--- config.mk ---
export PLATFORM = sky130hd
export DESIGN_NAME = bitmap_set_register_file_core
export DESIGN_NICKNAME = d
export VERILOG_FILES = /design/src/hdl/bsrf_pkg.sv /design/src/hdl/bsrf_ram.sv /design/src/hdl/bsrf_lister.sv /design/src/hdl/bitmap_set_register_file_core.sv
export SDC_FILE = /design/constraint.sdc
export NUM_CORES = 1
export LEC_CHECK = 0
export ABC_AREA = 1
export BUFFER_PORTS_ARGS = -buffer_cell sky130_fd_sc_hd__clkbuf_2
export CORE_UTILIZATION = 50
export CTS_BUF_LIST = sky130_fd_sc_hd__clkbuf_8 sky130_fd_sc_hd__clkbuf_16
export CTS_CLUSTER_DIAMETER = 150
export DETAILED_ROUTE_END_ITERATION = 12
export GPL_TIMING_DRIVEN = 0
export PLACE_DENSITY = 0.67
export SYNTH_ARGS = -nofsm -noshare
export SYNTH_HDL_FRONTEND = slang
export SYNTH_HIERARCHICAL = 1
export SYNTH_SLANG_ARGS = --single-unit
--- constraint.sdc ---
create_clock -name i_clk -period 4.4 [get_ports i_clk]
set_input_delay 0.22 -clock i_clk [delete_from_list [all_inputs] [get_ports i_clk]]
set_output_delay 0.22 -clock i_clk [all_outputs]
set_load 0.01 [all_outputs]
--- src/hdl/bsrf_pkg.sv ---
// bsrf_pkg: shared constants, request codes and types for the bitmap set register file
// no dependencies
`default_nettype none
package bsrf_pkg;

    localparam int NUM_SETS = 6;
    localparam int UNIVERSE = 64;

    localparam int REQ_W    = 3;
    localparam int IDX_W    = 3;
    localparam int ELEM_W   = 8;
    localparam int MEMBER_W = 6;

    localparam int SET_AW = (NUM_SETS > 1) ? $clog2(NUM_SETS) : 1;
    localparam int UNIV_W = $clog2(UNIVERSE);

    localparam logic [REQ_W-1:0] REQ_CLEAR     = 3'd0;
    localparam logic [REQ_W-1:0] REQ_INSERT    = 3'd1;
    localparam logic [REQ_W-1:0] REQ_UNION     = 3'd2;
    localparam logic [REQ_W-1:0] REQ_INTERSECT = 3'd3;
    localparam logic [REQ_W-1:0] REQ_DIFF      = 3'd4;
    localparam logic [REQ_W-1:0] REQ_LIST      = 3'd5;

    typedef logic [UNIVERSE-1:0] t_set;

    typedef struct packed {
        logic                emit;
        logic [MEMBER_W-1:0] member;
        logic                last;
        logic                done;
    } t_list_out;

    function automatic logic [SET_AW-1:0] idx_to_addr(input logic [IDX_W-1:0] idx);
        return SET_AW'(idx);
    endfunction

    function automatic logic idx_in_range(input logic [IDX_W-1:0] idx);
        return (32'(idx) < NUM_SETS);
    endfunction

endpackage
`default_nettype wire

--- src/hdl/bsrf_ram.sv ---
// bsrf_ram: generic single-write, single-read ram with registered read data
// no dependencies
`default_nettype none
module bsrf_ram #(
    parameter int WIDTH = 64,
    parameter int DEPTH = 6
) (
    input  wire logic                                    i_clk,
    input  wire logic                                    i_we,
    input  wire logic [((DEPTH > 1) ? $clog2(DEPTH) : 1)-1:0] i_waddr,
    input  wire logic [WIDTH-1:0]                        i_wdata,
    input  wire logic [((DEPTH > 1) ? $clog2(DEPTH) : 1)-1:0] i_raddr,
    output logic      [WIDTH-1:0]                        o_rdata
);

    logic [WIDTH-1:0] r_mem [DEPTH];

    always_ff @(posedge i_clk) begin
        if (i_we) begin
            r_mem[i_waddr] <= i_wdata;
        end
        o_rdata <= r_mem[i_raddr];
    end

endmodule
`default_nettype wire

--- src/hdl/bsrf_lister.sv ---
// bsrf_lister: walks a loaded set one bit per cycle and emits its members in ascending order
// depends on bsrf_pkg
`default_nettype none
module bsrf_lister (
    input  wire logic            i_clk,
    input  wire logic            i_rst_n,
    input  wire logic            i_load,
    input  wire bsrf_pkg::t_set  i_bits,
    output bsrf_pkg::t_list_out  o_list
);

    logic                          r_act;
    bsrf_pkg::t_set                r_bits;
    logic [bsrf_pkg::UNIV_W-1:0]   r_idx;
    logic                          rest_zero;

    // nothing left above the current bit
    assign rest_zero = (r_bits[bsrf_pkg::UNIVERSE-1:1] == '0);

    always_comb begin
        o_list.emit   = r_act & r_bits[0];
        o_list.member = bsrf_pkg::MEMBER_W'(r_idx);
        o_list.last   = r_act & r_bits[0] & rest_zero;
        o_list.done   = r_act & rest_zero;
    end

    always_ff @(posedge i_clk) begin
        if (!i_rst_n) begin
            r_act <= 1'b0;
        end else if (i_load) begin
            r_act <= 1'b1;
        end else if (r_act && rest_zero) begin
            r_act <= 1'b0;
        end
    end

    always_ff @(posedge i_clk) begin
        if (i_load) begin
            r_bits <= i_bits;
            r_idx  <= '0;
        end else if (r_act) begin
            r_bits <= r_bits >> 1;
            r_idx  <= r_idx + 1'b1;
        end
    end

endmodule
`default_nettype wire

--- src/hdl/bitmap_set_register_file_core.sv ---
// bitmap_set_register_file_core: top level of the bitmap set register file
// depends on bsrf_pkg, bsrf_ram and bsrf_lister
//
// usage
//   a request word is taken at a clock edge where i_start is high and o_busy is low
//   request fields: i_req_type, i_set_a, i_set_b, i_set_dest, i_element
//   results leave on o_status, o_member, o_is_empty, o_last, each for exactly one
//   cycle while o_valid is high; the receiver cannot stall, so no result ever waits
//   clear, insert, union, intersect, difference and unknown codes give one result
//   word, registered after the execute state; o_busy is high for one cycle
//   list walks the set one bit per cycle through the lister: the execute state loads
//   the lister, each member found is registered as a result word, and the block is
//   busy until the walk reaches the highest member (one result for an empty set)
//   the sets live in two copies of a small ram (one read port each, so set a and
//   set b are read in the same cycle); every write goes to both copies
//   one request at a time: read in the accept cycle, modify and write back in the
//   next, so accesses to one entry never overlap
//   reset (i_rst_n low, synchronous) drops per-set valid bits so every set reads as
//   empty without a clearing pass; ram contents themselves are not touched
`default_nettype none
module bitmap_set_register_file_core (
    input  wire logic                           i_clk,
    input  wire logic                           i_rst_n,
    input  wire logic                           i_start,
    output logic                                o_busy,
    input  wire logic [bsrf_pkg::REQ_W-1:0]     i_req_type,
    input  wire logic [bsrf_pkg::IDX_W-1:0]     i_set_a,
    input  wire logic [bsrf_pkg::IDX_W-1:0]     i_set_b,
    input  wire logic [bsrf_pkg::IDX_W-1:0]     i_set_dest,
    input  wire logic [bsrf_pkg::ELEM_W-1:0]    i_element,
    output logic                                o_valid,
    output logic                                o_status,
    output logic      [bsrf_pkg::MEMBER_W-1:0]  o_member,
    output logic                                o_is_empty,
    output logic                                o_last
);

    localparam logic [1:0] ST_IDLE = 2'd0;
    localparam logic [1:0] ST_EXEC = 2'd1;
    localparam logic [1:0] ST_LIST = 2'd2;

    logic [1:0] r_state, n_state;

    // latched request
    logic [bsrf_pkg::REQ_W-1:0]  r_req_type;
    logic [bsrf_pkg::IDX_W-1:0]  r_set_a;
    logic [bsrf_pkg::IDX_W-1:0]  r_set_dest;
    logic [bsrf_pkg::ELEM_W-1:0] r_element;

    // per-set valid: an entry never written since reset reads as empty
    logic [bsrf_pkg::NUM_SETS-1:0] r_valid;

    logic                          accept;
    logic [bsrf_pkg::SET_AW-1:0]   rd_addr_a, rd_addr_b;
    bsrf_pkg::t_set                rdata_a, rdata_b;
    logic                          r_a_ok, r_b_ok;
    logic [bsrf_pkg::SET_AW-1:0]   r_addr_a, r_addr_b;
    bsrf_pkg::t_set                va, vb;

    logic                          wr_en;
    logic [bsrf_pkg::IDX_W-1:0]    wr_idx;
    bsrf_pkg::t_set                wr_data;
    logic                          we;
    logic [bsrf_pkg::SET_AW-1:0]   wr_addr;
    logic                          elem_ok;

    logic                          list_load;
    bsrf_pkg::t_list_out           list_out;

    logic                          r_out_vld, n_out_vld;
    logic                          r_out_status, n_out_status;
    logic [bsrf_pkg::MEMBER_W-1:0] r_out_member, n_out_member;
    logic                          r_out_empty, n_out_empty;
    logic                          r_out_last, n_out_last;

    assign o_busy = (r_state != ST_IDLE);
    assign accept = i_start && !o_busy;

    // read both operands in the accept cycle
    assign rd_addr_a = bsrf_pkg::idx_to_addr(i_set_a);
    assign rd_addr_b = bsrf_pkg::idx_to_addr(i_set_b);

    bsrf_ram #(
        .WIDTH (bsrf_pkg::UNIVERSE),
        .DEPTH (bsrf_pkg::NUM_SETS)
    ) u_ram_a (
        .i_clk   (i_clk),
        .i_we    (we),
        .i_waddr (wr_addr),
        .i_wdata (wr_data),
        .i_raddr (rd_addr_a),
        .o_rdata (rdata_a)
    );

    bsrf_ram #(
        .WIDTH (bsrf_pkg::UNIVERSE),
        .DEPTH (bsrf_pkg::NUM_SETS)
    ) u_ram_b (
        .i_clk   (i_clk),
        .i_we    (we),
        .i_waddr (wr_addr),
        .i_wdata (wr_data),
        .i_raddr (rd_addr_b),
        .o_rdata (rdata_b)
    );

    bsrf_lister u_lister (
        .i_clk   (i_clk),
        .i_rst_n (i_rst_n),
        .i_load  (list_load),
        .i_bits  (va),
        .o_list  (list_out)
    );

    // request capture, payload only
    always_ff @(posedge i_clk) begin
        if (accept) begin
            r_req_type <= i_req_type;
            r_set_a    <= i_set_a;
            r_set_dest <= i_set_dest;
            r_element  <= i_element;
            r_a_ok     <= bsrf_pkg::idx_in_range(i_set_a);
            r_b_ok     <= bsrf_pkg::idx_in_range(i_set_b);
            r_addr_a   <= rd_addr_a;
            r_addr_b   <= rd_addr_b;
        end
    end

    // operands: out-of-range index or never-written entry reads as empty
    always_comb begin
        va = (r_a_ok && r_valid[r_addr_a]) ? rdata_a : '0;
        vb = (r_b_ok && r_valid[r_addr_b]) ? rdata_b : '0;
    end

    assign elem_ok = (32'(r_element) < bsrf_pkg::UNIVERSE);

    // modify step
    always_comb begin
        wr_en   = 1'b0;
        wr_idx  = r_set_dest;
        wr_data = '0;
        case (r_req_type)
            bsrf_pkg::REQ_CLEAR: begin
                wr_en  = 1'b1;
                wr_idx = r_set_a;
            end
            bsrf_pkg::REQ_INSERT: begin
                wr_en   = elem_ok;
                wr_idx  = r_set_a;
                wr_data = va | (bsrf_pkg::UNIVERSE'(1) << r_element[bsrf_pkg::UNIV_W-1:0]);
            end
            bsrf_pkg::REQ_UNION:     begin
                wr_en   = 1'b1;
                wr_data = va | vb;
            end
            bsrf_pkg::REQ_INTERSECT: begin
                wr_en   = 1'b1;
                wr_data = va & vb;
            end
            bsrf_pkg::REQ_DIFF:      begin
                wr_en   = 1'b1;
                wr_data = va & ~vb;
            end
            default: begin
                wr_en = 1'b0;
            end
        endcase
    end

    // write back only in the execute cycle and only to a real set
    assign we      = (r_state == ST_EXEC) && wr_en && bsrf_pkg::idx_in_range(wr_idx);
    assign wr_addr = bsrf_pkg::idx_to_addr(wr_idx);

    always_ff @(posedge i_clk) begin
        if (!i_rst_n) begin
            r_valid <= '0;
        end else if (we) begin
            r_valid[wr_addr] <= 1'b1;
        end
    end

    // nonempty list hands the set to the lister
    assign list_load = (r_state == ST_EXEC) && (r_req_type == bsrf_pkg::REQ_LIST) && (va != '0);

    // sequencer and result word
    always_comb begin
        n_state      = r_state;
        n_out_vld    = 1'b0;
        n_out_status = 1'b0;
        n_out_member = '0;
        n_out_empty  = 1'b0;
        n_out_last   = 1'b0;
        case (r_state)
            ST_IDLE: begin
                if (accept) begin
                    n_state = ST_EXEC;
                end
            end
            ST_EXEC: begin
                if (list_load) begin
                    n_state = ST_LIST;
                end else begin
                    n_state    = ST_IDLE;
                    n_out_vld  = 1'b1;
                    n_out_last = 1'b1;
                    if (r_req_type == bsrf_pkg::REQ_INSERT) begin
                        n_out_status = !elem_ok;
                    end
                    if (r_req_type == bsrf_pkg::REQ_LIST) begin
                        n_out_empty = 1'b1;
                    end
                end
            end
            ST_LIST: begin
                n_out_vld    = list_out.emit;
                n_out_member = list_out.member;
                n_out_last   = list_out.last;
                if (list_out.done) begin
                    n_state = ST_IDLE;
                end
            end
            default: begin
                n_state = ST_IDLE;
            end
        endcase
    end

    always_ff @(posedge i_clk) begin
        if (!i_rst_n) begin
            r_state   <= ST_IDLE;
            r_out_vld <= 1'b0;
        end else begin
            r_state   <= n_state;
            r_out_vld <= n_out_vld;
        end
    end

    always_ff @(posedge i_clk) begin
        r_out_status <= n_out_status;
        r_out_member <= n_out_member;
        r_out_empty  <= n_out_empty;
        r_out_last   <= n_out_last;
    end

    assign o_valid    = r_out_vld;
    assign o_status   = r_out_status;
    assign o_member   = r_out_member;
    assign o_is_empty = r_out_empty;
    assign o_last     = r_out_last;

endmodule
`default_nettype wire
==> impl_metrics.toml <==
[detailed_routing]
antenna_left = 0
drt_iter0_drc = 2784
wl_per_cell_um = 22.82
vias = 28118
drc = 0
vias_per_cell = 5.651
first_pass_iters = 6
wirelength_um = 113600

[worst_setup_path]
worstSetupStartpoint = "r_a_ok"
worstSetupEndpointType = "flip-flop"
startpoint_type = "flip-flop"
cp.required_ns = 4.68
crit_type = "reg -> reg"
critPathArrivalTime_ns = 4.48
rr_startpoint = "r_a_ok"
cp_max_fo = 64

[clock_network]
htreeDepth = 3
hold_buffers = 22
cts_root_buf = "clkbuf_16"
cts.reportedPaths.clkPinSlew_ns = 0.06
numCtsBuffers = 100
cts_resized = 0
post-cts-setup-buffers = 0
clock_path_buffers = 3
cts_sinks = 1007
cts_tree = "yes"
clock_latency_ns = 0.67

[outcome]
violations = "capacitance limit"
status = "finished with violations"

[timing]
rsz0062_at_grt = "no"
finalSetupViolations = 0
fmaxAchievable_mhz = 238.3
hold_violations = 0
slew_headroom_pct = 0.3754
final.setup.worst_slack_ns = 0.2041
maxSlewViolCount = 0
fin_crit_sh_pct = 95.36
tightest_slew_ns = 1.494
fin_worst_skew_ns = 0.03031
fin_crit_ns = 4.196

[die]
io_pins = 34
die_h_um = 287.4
num_rows = 104
fp.dieW_um = 287.4
dieArea_um2 = 82600
coreArea_um2 = 80550
initial_core_util_pct = 50.57

[power]
p_per_area_nw_per_um2 = 464.3
power_w = 0.02165
vdd_ir_drop_max_uv = 354.4
leakagePower_nw = 17.48

[placement]
port-buffer-count = 33
place_ws_ns = 0.3403
gp_congestion = 1.025
placed_cells = 4765
hpwl_um = 79140
place_area_um2 = 42950

[final_layout]
diodes = 0
design_area_um2 = 46630
layout-drive-gt1-share_pct = 11.11
syn_to_final_growth_pct = 14.49
nets = 3860
final_cells = 4976
nFillCells = 6516

[synthesis]
syn-cell-area_um2 = 40730
netlist_top_cells_count = "nand2_1, edfxtp_1, nand3_1, nor2_1, o21ai_0"
yosysWarningCount = 6
synthCells = 3639
synth_nets = 3666
synth_top_area_cell = "edfxtp_1"
synth_top_area_share_pct = 62.96
synthArstFlopShare_pct = 0
synth_seq_area_share_pct = 70.48
synth.most_common_cell = "nand2_1"
syn_avg_cell_area_um2 = 11.19
synth.distinct_cells = 36
synth_flop_cell = "edfxtp_1"
synth_seq_cells = 1007
synth_edf_count = 854
synth_area_leaders = "edfxtp_1, nand2_1, dfxtp_1"

[flow_run]
maxCapViolations = 2

[hold_path]
min_from = "i_element[6]"
hp-class = "in -> reg"

[global_route]
grt_pass1_wl_um = 167300
overflow = 0
grt_start_max_net_pins = 65
antenna_found_initial = 6
grt_use_met1_pct = 37.81
grt_usage_pct = 27.54
use_met3_pct = 4.675
top_usage_layer = "met2"
use_met2_pct = 43.97
grt_pass1_vias = 26761
==> registers in the layout (all words and copies together) (netlist names), 2 cells and up <==
register	flops
u_ram_a/r_mem	384
u_ram_b/r_mem	384
u_lister/r_bits	64
u_ram_a/o_rdata	64
u_ram_b/o_rdata	64
r_element	8
o_member	6
r_valid	6
u_lister/r_idx	6
r_addr_a	3
r_addr_b	3
r_req_type	3
r_set_dest	3
r_state	2
==> power by group <==
group	leakage [nW]	internal [W]	total (W)	switching, W
clock network	1.72	0.00485	0.00840	0.00354
logic	6.89	0.000563	0.00224	0.00167
registers	8.87	0.0108	0.0110	0.000222
total	17.5	0.0162	0.0217	0.00544
==> layout make-up <==
cell class	count	area, um^2	area share [%]
Clock buffer	119	2798	6.000
Buffer	213	1095	2.348
Timing Repair Buffer	92	957.2	2.053
Clock inverter	66	478.0	1.025
Multi-Input combinational cell	2289	10780	23.12
Inverter	130	490.5	1.052
Sequential cell	1007	28710	61.56
Tap cell	1060	1326	2.844
==> layout by cell type (no fill, tap or decap), types with 6 or more instances in the layout <==
master and n:
nor2_4 13, nor2_1 329, buf_1 18, nand2_1 1037, clkinv_2 13, edfxtp_1 854, clkbuf_16 103, buf_12 24
clkinv_1 11, o31ai_1 16, nand2_2 24, clkbuf_2 34, xor2_1 64, o31ai_2 48, nor3_1 9, bufinv_16 6
nand3_1 402, clkbuf_8 16, o211ai_1 31, dfxtp_1 153, inv_2 8, buf_2 83, o21ai_0 204, o22ai_1 64
a21oi_1 15, clkbuf_1 83, dlygate4sd3_1 22, buf_4 20, inv_1 148, nand4_1 10, buf_6 19
==> path summary, 6_finish.rpt <==
check / endpoint / slack, ns / cells after the start
hold reg to reg: o_member[5] / 0.43 / 2
hold / removal: r_element[6] / 0.28 / 2
setup / recovery: u_lister/r_bits[1] / 0.20 / 13
setup reg to reg: u_lister/r_bits[1] / 0.20 / 13
==> worst max-delay path, stage by stage, from the launching register on <==
cell      delay [ns]
edfxtp_1        0.50
clkbuf_1        0.71
o211ai_1        0.46
nand2_1         0.17
nor2_1          0.08
nand2_1         0.06
nor2_1          0.05
nand2_1         0.18
nand2_1         0.13
inv_1           0.07
buf_2           0.28
inv_2           0.09
buf_2           0.22
nand2_4         0.65
==> logic make-up after synthesis <==
logic type / Yosys count / share of synthesized area [%]
and+or+nand+nor: 1832 / 18.45
DFF: 1007 / 70.48
AOI/OAI and AO/OA: 389 / 5.674
buffers and inverters: 343 / 3.889
xor gates and xnor gates: 64 / 1.376
adders and majority gates: 4 / 0.1229
==> through the flow <==
stage	util, %	setup TNS, ns	hold WS (ns)
after floorplan	-	-310.35	0.3189
after detailed placement	53.33	0	0.3991
after global placement	52.42	-2215.66	0.3999
final	57.89	0	0.2762
after CTS	57.67	0	0.2488
after global routing	57.89	0	0.2605
==> routing by layer <==
| metal | wire, um | part of all wire [%] |
|---|---|---|
| met5 | 8 | 0.0070 |
| met2 | 52230 | 46 |
| met1 | 46510 | 41 |
| met3 | 10320 | 9.1 |
| met4 | 4515 | 4.0 |
Power figures use the tool's default switching activity.
